--- src/rtl/core/apc_pkg.sv ---
// shared types and constants for the attenuator position controller
`timescale 1ns / 1ps

package apc_pkg;

    localparam int unsigned MV_W    = 12;
    localparam int unsigned DB_W    = 8;
    localparam int unsigned SLOPE_W = 10;
    localparam int unsigned EPS_W   = 8;
    localparam int unsigned ADDR_W  = 3;
    localparam int unsigned DATA_W  = 32;

    localparam logic [SLOPE_W-1:0] SLOPE_RESET = 10'd100;
    localparam logic [EPS_W-1:0]   EPS_RESET   = 8'd20;

    // register index, taken from paddr[2]
    localparam logic REG_SLOPE = 1'b0;
    localparam logic REG_EPS   = 1'b1;

    typedef enum logic [1:0] {
        REQ_CMD    = 2'd0,
        REQ_SAMPLE = 2'd1,
        REQ_TICK   = 2'd2
    } t_req;

    typedef enum logic [2:0] {
        PH_FIND_MAX = 3'd0,
        PH_FIND_MIN = 3'd1,
        PH_IDLE     = 3'd2,
        PH_FWD      = 3'd3,
        PH_REV      = 3'd4
    } t_phase;

    typedef enum logic [2:0] {
        ST_NONE    = 3'd0,
        ST_REACHED = 3'd1,
        ST_STALLED = 3'd2,
        ST_CALDONE = 3'd3,
        ST_BUSY    = 3'd4
    } t_status;

    typedef struct packed {
        logic [SLOPE_W-1:0] slope_mv_per_db;
        logic [EPS_W-1:0]   stall_eps_mv;
    } t_cfg;

    typedef struct packed {
        logic [1:0]      req_type;
        logic [DB_W-1:0] attenuation_db;
        logic [MV_W-1:0] sample_mv;
    } t_item;

    typedef struct packed {
        t_phase          phase;
        logic [MV_W-1:0] min_mv;
        logic [MV_W-1:0] max_mv;
        logic [MV_W-1:0] latest_mv;
        logic [MV_W-1:0] reference_mv;
        logic [MV_W-1:0] target_mv;
    } t_ctl_state;

    typedef struct packed {
        logic            drive_enable;
        logic            drive_reverse;
        logic [2:0]      phase_now;
        logic [2:0]      status_code;
        logic [MV_W-1:0] target_now_mv;
    } t_result;

endpackage

--- src/rtl/core/apc_ifs.sv ---
// valid/ready channel interfaces for request and result beats
`timescale 1ns / 1ps

interface apc_item_if;
    import apc_pkg::*;
    logic            valid;
    logic            ready;
    logic [1:0]      req_type;
    logic [DB_W-1:0] attenuation_db;
    logic [MV_W-1:0] sample_mv;

    modport source (output valid, output req_type, output attenuation_db,
                    output sample_mv, input ready);
    modport sink   (input valid, input req_type, input attenuation_db,
                    input sample_mv, output ready);
endinterface

interface apc_result_if;
    import apc_pkg::*;
    logic            valid;
    logic            ready;
    logic            drive_enable;
    logic            drive_reverse;
    logic [2:0]      phase_now;
    logic [2:0]      status_code;
    logic [MV_W-1:0] target_now_mv;

    modport source (output valid, output drive_enable, output drive_reverse,
                    output phase_now, output status_code, output target_now_mv,
                    input ready);
    modport sink   (input valid, input drive_enable, input drive_reverse,
                    input phase_now, input status_code, input target_now_mv,
                    output ready);
endinterface

--- src/rtl/core/apc_cfg_regs.sv ---
// apb configuration registers: slope and stall threshold
`timescale 1ns / 1ps

module apc_cfg_regs (
    input  logic                        i_clk,
    input  logic                        i_rst_n,
    input  logic                        psel,
    input  logic                        penable,
    input  logic                        pwrite,
    input  logic [apc_pkg::ADDR_W-1:0]  paddr,
    input  logic [apc_pkg::DATA_W-1:0]  pwdata,
    output logic [apc_pkg::DATA_W-1:0]  prdata,
    output logic                        pready,
    output apc_pkg::t_cfg               o_cfg
);
    import apc_pkg::*;

    t_cfg r_cfg;
    t_cfg n_cfg;
    logic w_wr;
    logic w_idx;

    assign pready = 1'b1;
    // low address bits are ignored, register select is bit 2
    assign w_idx  = paddr[2];
    assign w_wr   = psel & penable & pwrite & pready;

    always_comb begin
        n_cfg = r_cfg;
        if (w_wr) begin
            case (w_idx)
                REG_SLOPE: n_cfg.slope_mv_per_db = pwdata[SLOPE_W-1:0];
                REG_EPS:   n_cfg.stall_eps_mv    = pwdata[EPS_W-1:0];
                default:   n_cfg = r_cfg;
            endcase
        end
    end

    always_ff @(posedge i_clk) begin
        if (!i_rst_n) begin
            r_cfg.slope_mv_per_db <= SLOPE_RESET;
            r_cfg.stall_eps_mv    <= EPS_RESET;
        end else begin
            r_cfg <= n_cfg;
        end
    end

    always_comb begin
        case (w_idx)
            REG_SLOPE: prdata = {{(DATA_W-SLOPE_W){1'b0}}, r_cfg.slope_mv_per_db};
            REG_EPS:   prdata = {{(DATA_W-EPS_W){1'b0}}, r_cfg.stall_eps_mv};
            default:   prdata = '0;
        endcase
    end

    assign o_cfg = r_cfg;

endmodule

--- src/rtl/core/apc_step.sv ---
// per-beat next-state and result logic of the position controller
`timescale 1ns / 1ps

module apc_step (
    input  apc_pkg::t_ctl_state i_st,
    input  apc_pkg::t_item      i_item,
    input  apc_pkg::t_cfg       i_cfg,
    output apc_pkg::t_ctl_state o_st,
    output apc_pkg::t_result    o_res
);
    import apc_pkg::*;

    localparam int unsigned PROD_W = DB_W + SLOPE_W;

    t_ctl_state        n_st;
    t_status           n_status;
    logic [PROD_W-1:0] w_prod;
    logic [PROD_W:0]   w_sum;
    logic [MV_W-1:0]   w_tgt;
    logic [MV_W-1:0]   w_diff;
    logic              w_still;

    // target = db * slope + min, upper clamp checked first
    assign w_prod = {{SLOPE_W{1'b0}}, i_item.attenuation_db}
                  * {{DB_W{1'b0}}, i_cfg.slope_mv_per_db};
    assign w_sum  = {1'b0, w_prod} + {{(PROD_W+1-MV_W){1'b0}}, i_st.min_mv};

    always_comb begin
        if (w_sum > {{(PROD_W+1-MV_W){1'b0}}, i_st.max_mv}) begin
            w_tgt = i_st.max_mv;
        end else if (w_sum < {{(PROD_W+1-MV_W){1'b0}}, i_st.min_mv}) begin
            w_tgt = i_st.min_mv;
        end else begin
            w_tgt = w_sum[MV_W-1:0];
        end
    end

    assign w_diff  = (i_st.latest_mv >= i_st.reference_mv)
                   ? (i_st.latest_mv - i_st.reference_mv)
                   : (i_st.reference_mv - i_st.latest_mv);
    assign w_still = (w_diff <= {{(MV_W-EPS_W){1'b0}}, i_cfg.stall_eps_mv});

    // next state
    always_comb begin
        n_st     = i_st;
        n_status = ST_NONE;
        case (i_item.req_type)
            REQ_CMD: begin
                if (i_st.phase != PH_IDLE) begin
                    n_status = ST_BUSY;
                end else begin
                    n_st.target_mv    = w_tgt;
                    n_st.reference_mv = '0;
                    if (i_st.latest_mv < w_tgt) begin
                        n_st.phase = PH_FWD;
                    end else if (i_st.latest_mv > w_tgt) begin
                        n_st.phase = PH_REV;
                    end else begin
                        n_status = ST_REACHED;
                    end
                end
            end
            REQ_SAMPLE: begin
                n_st.latest_mv = i_item.sample_mv;
                if ((i_st.phase == PH_FWD && i_item.sample_mv >= i_st.target_mv) ||
                    (i_st.phase == PH_REV && i_item.sample_mv <= i_st.target_mv)) begin
                    n_st.phase = PH_IDLE;
                    n_status   = ST_REACHED;
                end
            end
            REQ_TICK: begin
                if (i_st.phase != PH_IDLE) begin
                    n_st.reference_mv = i_st.latest_mv;
                    if (w_still) begin
                        case (i_st.phase)
                            PH_FIND_MAX: begin
                                n_st.max_mv       = i_st.latest_mv;
                                n_st.phase        = PH_FIND_MIN;
                                n_st.reference_mv = '0;
                                n_status          = ST_CALDONE;
                            end
                            PH_FIND_MIN: begin
                                n_st.min_mv = i_st.latest_mv;
                                n_st.phase  = PH_IDLE;
                                n_status    = ST_CALDONE;
                            end
                            default: begin
                                n_st.phase = PH_IDLE;
                                n_status   = ST_STALLED;
                            end
                        endcase
                    end
                end
            end
            default: begin
                n_st     = i_st;
                n_status = ST_NONE;
            end
        endcase
    end

    // result fields show the state after the beat
    always_comb begin
        o_res.drive_enable  = (n_st.phase != PH_IDLE);
        o_res.drive_reverse = (n_st.phase == PH_FIND_MIN) || (n_st.phase == PH_REV);
        o_res.phase_now     = n_st.phase;
        o_res.status_code   = n_status;
        o_res.target_now_mv = n_st.target_mv;
    end

    assign o_st = n_st;

endmodule

--- src/rtl/core/attenuator_position_controller.sv ---
// top level: request register, controller state, result register, apb port
//
//  channel   dir  handshake     payload
//  i_item    in   valid/ready   req_type, attenuation_db, sample_mv
//  o_result  out  valid/ready   drive_enable, drive_reverse, phase_now,
//                               status_code, target_now_mv
//  apb       in   psel/penable  slope_mv_per_db (0x0), stall_eps_mv (0x4)
//
// one beat per cycle sustained while o_result is not stalled; a request passes the request
// register, then the state update writes its result beat into the result register
// reset starts calibration: motor forward to find the maximum
// a stalled result register holds the request register; both sides run freely
// otherwise, so a new request is taken while a result waits
`timescale 1ns / 1ps

module attenuator_position_controller (
    input  logic                        i_clk,
    input  logic                        i_rst_n,
    apc_item_if.sink                    i_item,
    apc_result_if.source                o_result,
    input  logic                        psel,
    input  logic                        penable,
    input  logic                        pwrite,
    input  logic [apc_pkg::ADDR_W-1:0]  paddr,
    input  logic [apc_pkg::DATA_W-1:0]  pwdata,
    output logic [apc_pkg::DATA_W-1:0]  prdata,
    output logic                        pready
);
    import apc_pkg::*;

    t_cfg       w_cfg;
    t_item      w_item_in;
    t_item      r_item;
    logic       r_item_valid;
    t_ctl_state r_st;
    t_ctl_state n_st;
    t_result    w_res;
    t_result    r_res;
    logic       r_res_valid;
    logic       w_adv;
    logic       w_in_take;

    apc_cfg_regs u_cfg (
        .i_clk   (i_clk),
        .i_rst_n (i_rst_n),
        .psel    (psel),
        .penable (penable),
        .pwrite  (pwrite),
        .paddr   (paddr),
        .pwdata  (pwdata),
        .prdata  (prdata),
        .pready  (pready),
        .o_cfg   (w_cfg)
    );

    apc_step u_step (
        .i_st   (r_st),
        .i_item (r_item),
        .i_cfg  (w_cfg),
        .o_st   (n_st),
        .o_res  (w_res)
    );

    assign w_item_in.req_type       = i_item.req_type;
    assign w_item_in.attenuation_db = i_item.attenuation_db;
    assign w_item_in.sample_mv      = i_item.sample_mv;

    // the request register moves on when the result register is free or drains
    assign w_adv       = r_item_valid & (~r_res_valid | o_result.ready);
    assign i_item.ready = ~r_item_valid | w_adv;
    assign w_in_take   = i_item.valid & i_item.ready;

    always_ff @(posedge i_clk) begin
        if (!i_rst_n) begin
            r_item_valid <= 1'b0;
            r_res_valid  <= 1'b0;
            r_st.phase        <= PH_FIND_MAX;
            r_st.min_mv       <= '0;
            r_st.max_mv       <= '0;
            r_st.latest_mv    <= '0;
            r_st.reference_mv <= '0;
            r_st.target_mv    <= '0;
        end else begin
            if (i_item.ready) begin
                r_item_valid <= i_item.valid;
            end
            if (w_adv) begin
                r_st        <= n_st;
                r_res_valid <= 1'b1;
            end else if (o_result.ready) begin
                r_res_valid <= 1'b0;
            end
        end
    end

    always_ff @(posedge i_clk) begin
        if (w_in_take) begin
            r_item <= w_item_in;
        end
        if (w_adv) begin
            r_res <= w_res;
        end
    end

    assign o_result.valid         = r_res_valid;
    assign o_result.drive_enable  = r_res.drive_enable;
    assign o_result.drive_reverse = r_res.drive_reverse;
    assign o_result.phase_now     = r_res.phase_now;
    assign o_result.status_code   = r_res.status_code;
    assign o_result.target_now_mv = r_res.target_now_mv;

`ifndef SYNTHESIS
    // calibration never restarts once it has left the find-max phase
    a_no_recal: assert property (@(posedge i_clk) disable iff (!i_rst_n)
        (r_st.phase != PH_FIND_MAX) |=> (r_st.phase != PH_FIND_MAX))
        else $error("find-max phase re-entered");

    // a move always heads for a target inside the calibrated range
    a_tgt_range: assert property (@(posedge i_clk) disable iff (!i_rst_n)
        ((r_st.phase == PH_FWD || r_st.phase == PH_REV) && r_st.min_mv <= r_st.max_mv)
        |-> (r_st.target_mv >= r_st.min_mv && r_st.target_mv <= r_st.max_mv))
        else $error("target outside calibrated range");

    // reached or stalled always leaves the motor off
    a_stop_idle: assert property (@(posedge i_clk) disable iff (!i_rst_n)
        (r_res_valid && (r_res.status_code == ST_REACHED ||
                         r_res.status_code == ST_STALLED))
        |-> (r_res.phase_now == PH_IDLE && !r_res.drive_enable))
        else $error("stop status with motor driven");

    // a held result beat is not overwritten
    a_res_hold: assert property (@(posedge i_clk) disable iff (!i_rst_n)
        (r_res_valid && !o_result.ready) |=> (r_res_valid && $stable(r_res)))
        else $error("pending result beat lost");
`endif

endmodule
--- src/flat_wrapper.sv ---
// flat-port wrapper written by rule: the top's interface ports become plain ports
module attenuator_position_controller_flat import apc_pkg::*;
  (i_clk, i_rst_n, psel, penable, pwrite, paddr, pwdata, prdata, pready, i_item_valid, i_item_req_type, i_item_attenuation_db, i_item_sample_mv, i_item_ready, o_result_valid, o_result_drive_enable, o_result_drive_reverse, o_result_phase_now, o_result_status_code, o_result_target_now_mv, o_result_ready);
  apc_item_if i_item_i ();
  apc_result_if o_result_i ();
  input  logic i_clk;
  input  logic i_rst_n;
  input  logic psel;
  input  logic penable;
  input  logic pwrite;
  input  logic [apc_pkg::ADDR_W-1:0] paddr;
  input  logic [apc_pkg::DATA_W-1:0] pwdata;
  output logic [apc_pkg::DATA_W-1:0] prdata;
  output logic pready;
  input wire logic [$bits(i_item_i.valid)-1:0] i_item_valid;
  input wire logic [$bits(i_item_i.req_type)-1:0] i_item_req_type;
  input wire logic [$bits(i_item_i.attenuation_db)-1:0] i_item_attenuation_db;
  input wire logic [$bits(i_item_i.sample_mv)-1:0] i_item_sample_mv;
  output wire logic [$bits(i_item_i.ready)-1:0] i_item_ready;
  output wire logic [$bits(o_result_i.valid)-1:0] o_result_valid;
  output wire logic [$bits(o_result_i.drive_enable)-1:0] o_result_drive_enable;
  output wire logic [$bits(o_result_i.drive_reverse)-1:0] o_result_drive_reverse;
  output wire logic [$bits(o_result_i.phase_now)-1:0] o_result_phase_now;
  output wire logic [$bits(o_result_i.status_code)-1:0] o_result_status_code;
  output wire logic [$bits(o_result_i.target_now_mv)-1:0] o_result_target_now_mv;
  input wire logic [$bits(o_result_i.ready)-1:0] o_result_ready;
  assign i_item_i.valid = i_item_valid;
  assign i_item_i.req_type = i_item_req_type;
  assign i_item_i.attenuation_db = i_item_attenuation_db;
  assign i_item_i.sample_mv = i_item_sample_mv;
  assign i_item_ready = i_item_i.ready;
  assign o_result_valid = o_result_i.valid;
  assign o_result_drive_enable = o_result_i.drive_enable;
  assign o_result_drive_reverse = o_result_i.drive_reverse;
  assign o_result_phase_now = o_result_i.phase_now;
  assign o_result_status_code = o_result_i.status_code;
  assign o_result_target_now_mv = o_result_i.target_now_mv;
  assign o_result_i.ready = o_result_ready;
  attenuator_position_controller u_core (.i_clk(i_clk), .i_rst_n(i_rst_n), .i_item(i_item_i), .o_result(o_result_i), .psel(psel), .penable(penable), .pwrite(pwrite), .paddr(paddr), .pwdata(pwdata), .prdata(prdata), .pready(pready));
endmodule
--- config.mk ---
export PLATFORM = sky130hd
export DESIGN_NAME = attenuator_position_controller_flat
export DESIGN_NICKNAME = d
export VERILOG_FILES = /design/src/rtl/core/apc_pkg.sv /design/src/rtl/core/apc_ifs.sv /design/src/rtl/core/apc_cfg_regs.sv /design/src/rtl/core/apc_step.sv /design/src/rtl/core/attenuator_position_controller.sv /design/src/flat_wrapper.sv
export SDC_FILE = /design/constraint.sdc
export NUM_CORES = 1
export LEC_CHECK = 0
export ABC_AREA = 1
export ABC_CLOCK_PERIOD_IN_PS = 13000
export BUFFER_PORTS_ARGS = -buffer_cell sky130_fd_sc_hd__clkbuf_2
export CAP_MARGIN = 40
export CELL_PAD_IN_SITES_DETAIL_PLACEMENT = 0
export CELL_PAD_IN_SITES_GLOBAL_PLACEMENT = 2
export CORE_UTILIZATION = 37
export CTS_CLUSTER_DIAMETER = 30
export CTS_CLUSTER_SIZE = 24
export DETAILED_ROUTE_END_ITERATION = 12
export PLACE_DENSITY_LB_ADDON = 0.3
export SYNTH_ARGS = -nofsm -noshare
export SYNTH_HDL_FRONTEND = slang
export SYNTH_HIERARCHICAL = 1
export SYNTH_SLANG_ARGS = --single-unit
export TNS_END_PERCENT = 50
--- constraint.sdc ---
create_clock -name i_clk -period 13 [get_ports i_clk]
set_input_delay 0.65 -clock i_clk [delete_from_list [all_inputs] [get_ports i_clk]]
set_output_delay 0.65 -clock i_clk [all_outputs]
set_load 0.02 [all_outputs]
==> impl_metrics.py, run 1 <==
metrics = {
    "drt": {
        "drtPass1Iterations": 5,
        "drt_first_iter_violations": 669,
        "routed_via_density": 4.79,
        "drt_wl_total_um": 34600,
        "ant_nets": 0,
        "num_vias": 11300,
        "avgRoutedWirePerCell_um": 14.7,
        "drc": 0,
    },
    "power_and_ir_drop": {
        "power.leakage_uw": 0.00731,
        "powerDensity_nw_per_um2": 140,
        "ir_drop_mv": 0.0927,
        "power_uw": 1940,
    },
    "layout": {
        "seqCellArea_um2": 2930,
        "drive_gt1_share_pct": 9.11,
        "nNetsFinal": 2142,
        "fill_cells": 3584,
        "diodes": 0,
        "multiInputGateArea_um2": 7820,
        "fin_cells": 2357,
        "syn_to_final_growth_pct": 7.92,
    },
    "logic_synthesis": {
        "syn_area_per_cell_um2": 6.77,
        "async_flop_share_pct": 0,
        "ys.flop_type": "dfxtp_1",
        "syn_area_um2": 12800,
        "synth.top_cells.by_count": "nand2_1 (470), inv_1 (376), nand3_1 (173)",
        "yosys.area.top_type_share_pct": 13.8,
        "synth_seq_cells": 125,
        "yosysMostFrequentCell": "nand2_1",
        "ys_warn_count": 6,
        "synthCells": 1890,
        "synth-edff-count": 42,
        "ys_top_cells_by_area": "nand2_1 (14%), dfxtp_1 (13%), ha_1 (12%), inv_1 (11%), edfxtp_1 (9.9%)",
        "seq_area_frac_synth_pct": 22.8,
        "synth_cell_types": 50,
        "yosys.area.top_type": "nand2_1",
    },
    "clock_network": {
        "cts-hold-fix-buffers": 0,
        "cts-buffers-inserted": 17,
        "cts-root-buf": "clkbuf_16",
        "postCtsSetupRepairBufs": 0,
        "path_clk_slew_ns": 0.07,
        "cts_max_path_buffers": 2,
        "clk_latency_ns": 0.43,
        "cts_resized": 0,
        "clock-sinks": 125,
        "htreeDepth": 4,
        "cts_tree": "done",
    },
    "global_routing": {
        "grt_pass1_vias": 10900,
        "track_usage_pct": 20.4,
        "grt_overflow": 0,
        "grt_max_degree": 77,
        "antenna_found_initial": 0,
        "grt_pass1_wl_um": 57100,
    },
    "floorplanning": {
        "die-area_um2": 35300,
        "die_width_um": 188,
        "fp-row-count": 67,
        "die_y_um": 188,
        "initial_core_util_pct": 37.9,
        "io_pins": 119,
        "core_um2": 33800,
    },
    "status": {
        "status": "finished, final reports clean",
    },
    "sta": {
        "setup_viol": 0,
        "finalHoldViolCount": 0,
        "rsz0062_at_grt": "no",
        "worst_pin_slew_ns": 0.838,
        "relSlewSlack_pct": 44.1,
        "fin_skew_ns": 0.0152,
        "period_needed_ns": 8.51,
        "slew_violations": 0,
        "fmax_mhz": 117,
        "finalCritPeriodShare_pct": 65.5,
        "tns_ns": 0,
    },
    "setup_path": {
        "r2r-end": "u_core/r_st[61]",
        "critPathBufInv": 10,
        "rrSetupSlack_ns": 4.49,
        "r2r_start": "u_core/u_cfg/o_cfg[14]",
        "rr_worst_depth": 41,
        "worst_path_dominant_cell_family": "adder cells",
        "cp.arrival_ns": 8.84,
        "cpPeakStageDelay_ns": 0.71,
        "cp_common_cell": "inv_1",
        "crit_path_end_kind": "flip-flop",
        "crit_slowest_cell": "dfxtp_1",
        "path_class": "reg -> reg",
        "crit_required_ns": 13.33,
        "cp-start-kind": "flip-flop",
        "path_max_fanout": 13,
    },
    "placement": {
        "place_congestion": 0.843,
        "hpwl_um": 26500,
        "placed_cells": 2325,
        "port_buffers": 71,
    },
    "job": {
        "maxCapViolCount": 0,
    },
    "hold_path": {
        "worstHoldEndpoint": "u_core/r_item[18]",
        "hold_depth": 1,
        "worstHoldStart": "i_item_attenuation_db[6]",
        "hp-class": "in -> reg",
    },
}
-- flip-flops by register name (all words and copies together) (netlist names) --
signal                         flops
u_core/o_result.drive_enable       1
u_core/o_result.drive_reverse      1
u_core/o_result.phase_now          3
u_core/o_result.status_code        3
u_core/o_result.target_now_mv     12
u_core/o_result.valid              1
u_core/r_item                     22
u_core/r_item_valid                1
u_core/r_st                       63
u_core/u_cfg/o_cfg                18
-- power by group --
| part | switching [uW] | internal (uW) |
|---|---|---|
| Sequential | 33.8 | 429 |
| Combinational | 612 | 357 |
| Clock | 213 | 289 |
-- metal layers --
metal	GRT usage, %	part of all wire (%)	up-vias
met4	5.75	1.8	0
met1	27.8	49	5236
met2	33.7	47	213
li1	-	-	5812
met3	2.36	2.9	33
met5	0	0	-
-- cell type report --
cell class                 instances  area share (%)
timing repair buffer              81            3.22
clock buffer                      17            3.08
tap                              448            4.06
sequential                       125            21.2
multi-input combinational       1281            56.6
clock inverter                    15            1.26
inverter                         390            10.6
-- worst max path at each step --
stage | start | to | slack (ns) | depth (start not counted)
2_1_floorplan | u_core/r_item[19] | u_core/r_st[61] | 5.95 | 44
3_3_place_gp | u_core/u_cfg/o_cfg[8] | u_core/r_st[61] | 4.59 | 41
3_5_place_dp | u_core/r_item[19] | u_core/r_st[61] | 4.53 | 41
4_1_cts | u_core/r_item[19] | u_core/r_st[61] | 4.47 | 41
5_1_grt | u_core/u_cfg/o_cfg[14] | u_core/r_st[61] | 3.81 | 43
6_report | u_core/u_cfg/o_cfg[14] | u_core/r_st[61] | 4.49 | 41
-- cells by family (layout without fill, tap and decap cells) --
| family | Yosys count | count (layout) | synth area share [%] |
|---|---|---|---|
| xor gates and xnor gates | 15 | 15 | 1.03 |
| adders and majority gates | 182 | 182 | 21.4 |
| DFF | 125 | 125 | 22.8 |
| and+or+nand+nor | 841 | 841 | 28.3 |
| muxes | 2 | 2 | 0.156 |
| buffers and inverters | 505 | 503 | 16.8 |
| AOI/OAI and AO/OA | 218 | 218 | 9.39 |
| other | 2 | 23 | 0.0587 |
-- through the flow --
step                      cell area [um^2]  util [%]  hold slack [ns]  worst slack [ns]
after CTS                            13800      40.9            0.376              4.47
after global routing                 13800      40.9            0.377              3.81
after floorplan                      12900         -            0.449              5.95
final                                13800      40.9            0.392              4.49
after global placement               13200      39.0            0.461              4.59
after detailed placement             13200      39.1            0.467              4.53
-- cell usage in the layout (no fill, tap or decap), types with 3 or more instances in the layout --
cell / instances
and2_1: 11
nor2_1: 128
clkbuf_2: 71
clkbuf_16: 17
o21ai_0: 54
o21ai_2: 12
nand2_2: 17
fa_1: 62
inv_6: 5
nand4_1: 17
inv_8: 3
xnor2_1: 4
inv_1: 376
a21o_1: 4
nor2_2: 4
nand2_1: 470
nand3_1: 173
buf_4: 8
inv_2: 11
edfxtp_1: 42
o21bai_1: 3
a21oi_1: 119
ha_1: 120
conb_1: 23
nand2_4: 3
dfxtp_1: 82
o22ai_1: 12
xor2_1: 11
nor2_4: 4
nor3_1: 6
Power figures use the tool's default switching activity.
==> run 2, diff against run 1 <==
--- a/config.mk
+++ b/config.mk
@@ -6,12 +6,12 @@
 export NUM_CORES = 1
 export LEC_CHECK = 0
 export ABC_AREA = 1
-export ABC_CLOCK_PERIOD_IN_PS = 13000
+export ABC_CLOCK_PERIOD_IN_PS = 7200
 export BUFFER_PORTS_ARGS = -buffer_cell sky130_fd_sc_hd__clkbuf_2
 export CAP_MARGIN = 40
 export CELL_PAD_IN_SITES_DETAIL_PLACEMENT = 0
 export CELL_PAD_IN_SITES_GLOBAL_PLACEMENT = 2
-export CORE_UTILIZATION = 37
+export CORE_UTILIZATION = 31
 export CTS_CLUSTER_DIAMETER = 30
 export CTS_CLUSTER_SIZE = 24
 export DETAILED_ROUTE_END_ITERATION = 12
==> constraint.sdc (replaced) <==
create_clock -name i_clk -period 7.2 [get_ports i_clk]
set_input_delay 0.36 -clock i_clk [delete_from_list [all_inputs] [get_ports i_clk]]
set_output_delay 0.36 -clock i_clk [all_outputs]
set_load 0.02 [all_outputs]
==> run 2 against run 1 <==
  * Power up 130%
  * Non-clock buffer count up 129
  * Routed wire length up 9.5%
  * Fmax up 20%
  * Sequential power up 78%
  * Clock skew up 0.0014 ns
  * Cell count up 9.0%
  * Critical path type unchanged
==> impl_metrics.py, run 2 (synthesis results as in run 1) <==
metrics = {
    "setup_path": {
        "rrSetupSlack_ns": 0.13,
        "crit_slowest_cell": "fa_1",
        "cp-start-kind": "flip-flop",
        "r2r_start": "u_core/r_item[15]",
        "path_class": "reg -> reg",
        "cpPeakStageDelay_ns": 0.55,
        "r2r-end": "u_core/r_st[61]",
        "crit_required_ns": 7.53,
        "cp-endpoint": "u_core/r_st[61]",
        "path_max_fanout": 5,
        "rr_worst_depth": 46,
        "crit_path_end_kind": "flip-flop",
        "cp.arrival_ns": 7.40,
        "startpoint": "u_core/r_item[15]",
    },
    "hold_path": {
        "hp-class": "in -> reg",
    },
    "layout": {
        "drive_gt1_share_pct": 20.6,
        "nNetsFinal": 2271,
        "layout_commonest_cell": "nand2_1",
        "regMostFlops": "u_core/r_st",
        "final_cell_mix": "nand2_1 (444), inv_1 (358), nand3_1 (158)",
        "postLayoutCoreUtil_pct": 38.4,
        "syn_to_final_growth_pct": 22.2,
        "largest_reg_flops": 63,
        "diodes": 0,
    },
    "drt": {
        "drt_first_iter_violations": 553,
        "num_vias": 11700,
        "routed_via_density": 4.57,
        "drt_wl_total_um": 37800,
        "avgRoutedWirePerCell_um": 14.7,
        "drc": 0,
        "ant_nets": 0,
        "drtPass1Iterations": 5,
    },
    "placement": {
        "port_buffers": 71,
        "hpwl_um": 29400,
        "place_congestion": 0.831,
    },
    "floorplanning": {
        "core_um2": 40700,
        "initial_core_util_pct": 31.4,
        "die-area_um2": 42100,
        "die_width_um": 205,
        "io_pins": 119,
        "die_y_um": 205,
        "fp-row-count": 74,
    },
    "sta": {
        "finalCritPeriodShare_pct": 98.2,
        "fin_skew_ns": 0.0166,
        "fmax_mhz": 141,
        "slew_violations": 0,
        "relSlewSlack_pct": 48.7,
        "finalHoldViolCount": 0,
        "tns_ns": 0,
        "period_needed_ns": 7.07,
        "setup_viol": 0,
        "rsz0062_at_grt": "yes",
        "worst_pin_slew_ns": 0.769,
    },
    "status": {
        "status": "finished, final reports clean",
    },
    "power_and_ir_drop": {
        "power_uw": 4410,
        "powerDensity_nw_per_um2": 282,
        "ir_drop_mv": 0.134,
        "power.leakage_uw": 0.00804,
    },
    "job": {
        "maxCapViolCount": 0,
    },
    "clock_network": {
        "clock-sinks": 125,
        "cts_max_path_buffers": 2,
        "cts-root-buf": "clkbuf_16",
        "clk_latency_ns": 0.44,
        "cts-buffers-inserted": 17,
        "htreeDepth": 4,
        "cts_tree": "done",
        "path_clk_slew_ns": 0.06,
        "cts-hold-fix-buffers": 0,
    },
    "global_routing": {
        "grt_pass1_wl_um": 60100,
        "grt_max_degree": 89,
        "grt_overflow": 0,
        "antenna_found_initial": 0,
        "grt_pass1_vias": 11200,
        "track_usage_pct": 18.4,
    },
}
==> run 2: cell count changes in the layout (fill, tap and decap cells not counted), sizes merged <==
cell,delta
clkinvlp,+1
clkinv,-1
inv,+1
clkbuf,-1
bufinv,-1
buf,+130
==> run 2: how the worst min path moves through the flow <==
| stage | cells past startpoint | startpoint | to |
|---|---|---|---|
| after floorplan | 2 | u_core/u_cfg/o_cfg[13] | u_core/u_cfg/o_cfg[13] |
| after global placement | 2 | u_core/r_st[6] | u_core/r_st[6] |
| after detailed placement | 2 | u_core/r_st[1] | u_core/r_st[1] |
| after CTS | 1 | i_item_sample_mv[2] | u_core/r_item[2] |
| after global routing | 1 | i_item_sample_mv[9] | u_core/r_item[9] |
| final | 1 | i_item_sample_mv[9] | u_core/r_item[9] |
==> run 2: cell type report <==
| type | instances | area (um^2) |
|---|---|---|
| Clock inverter | 15 | 153 |
| Inverter | 390 | 1470 |
| Fill cell | 4359 | 25100 |
| Timing Repair Buffer | 210 | 1540 |
| Tap cell | 532 | 666 |
| Sequential cell | 125 | 2930 |
| Multi-Input combinational cell | 1281 | 8460 |
| Clock buffer | 17 | 425 |
==> run 2: what timing repair did <==
item	CTS	global route
pin swaps	21	76
resized for setup	35	123
setup endpoints to repair	9	9
buffers inserted	6	23
==> run 2: per-stage QoR <==
| step | area (um^2) | hold WS [ns] | setup WS [ns] | instances |
|---|---|---|---|---|
| 2_1_floorplan | 12900 | 0.449 | 0.152 | 1911 |
| 3_3_place_gp | 14000 | 0.459 | -0.301 | 2505 |
| 3_5_place_dp | 14100 | 0.468 | -0.323 | 2511 |
| 4_1_cts | 14900 | 0.0717 | 0.00179 | 2549 |
| 5_1_grt | 15600 | 0.0766 | -0.285 | 2570 |
| 6_report | 15600 | 0.103 | 0.133 | 2570 |
==> run 2: where the power goes <==
group | leakage, uW | internal, uW | switching [uW]
combinational | 0.00668 | 1210 | 1500
clock | 0.000277 | 488 | 385
sequential | 0.00109 | 775 | 48.6
==> run 2: critical path, delay by kind of cell (launching register included) <==
kind                     cells  cell delay [ns]
AO/OA/AOI/OAI                3             0.42
XOR/XNOR                     1             0.27
buffers and inverters       11             0.86
adder cells (fa/ha/maj)      7             2.85
flip-flops                   1             0.46
AND/OR/NAND/NOR             24             2.12
==> run 2: routing by layer <==
layer	track usage [%]	up-vias	share of wire (%)
met5	0	-	0
li1	-	6077	-
met3	2.30	22	2.6
met1	25.0	5512	49
met4	3.44	0	0.93
met2	31.2	129	48
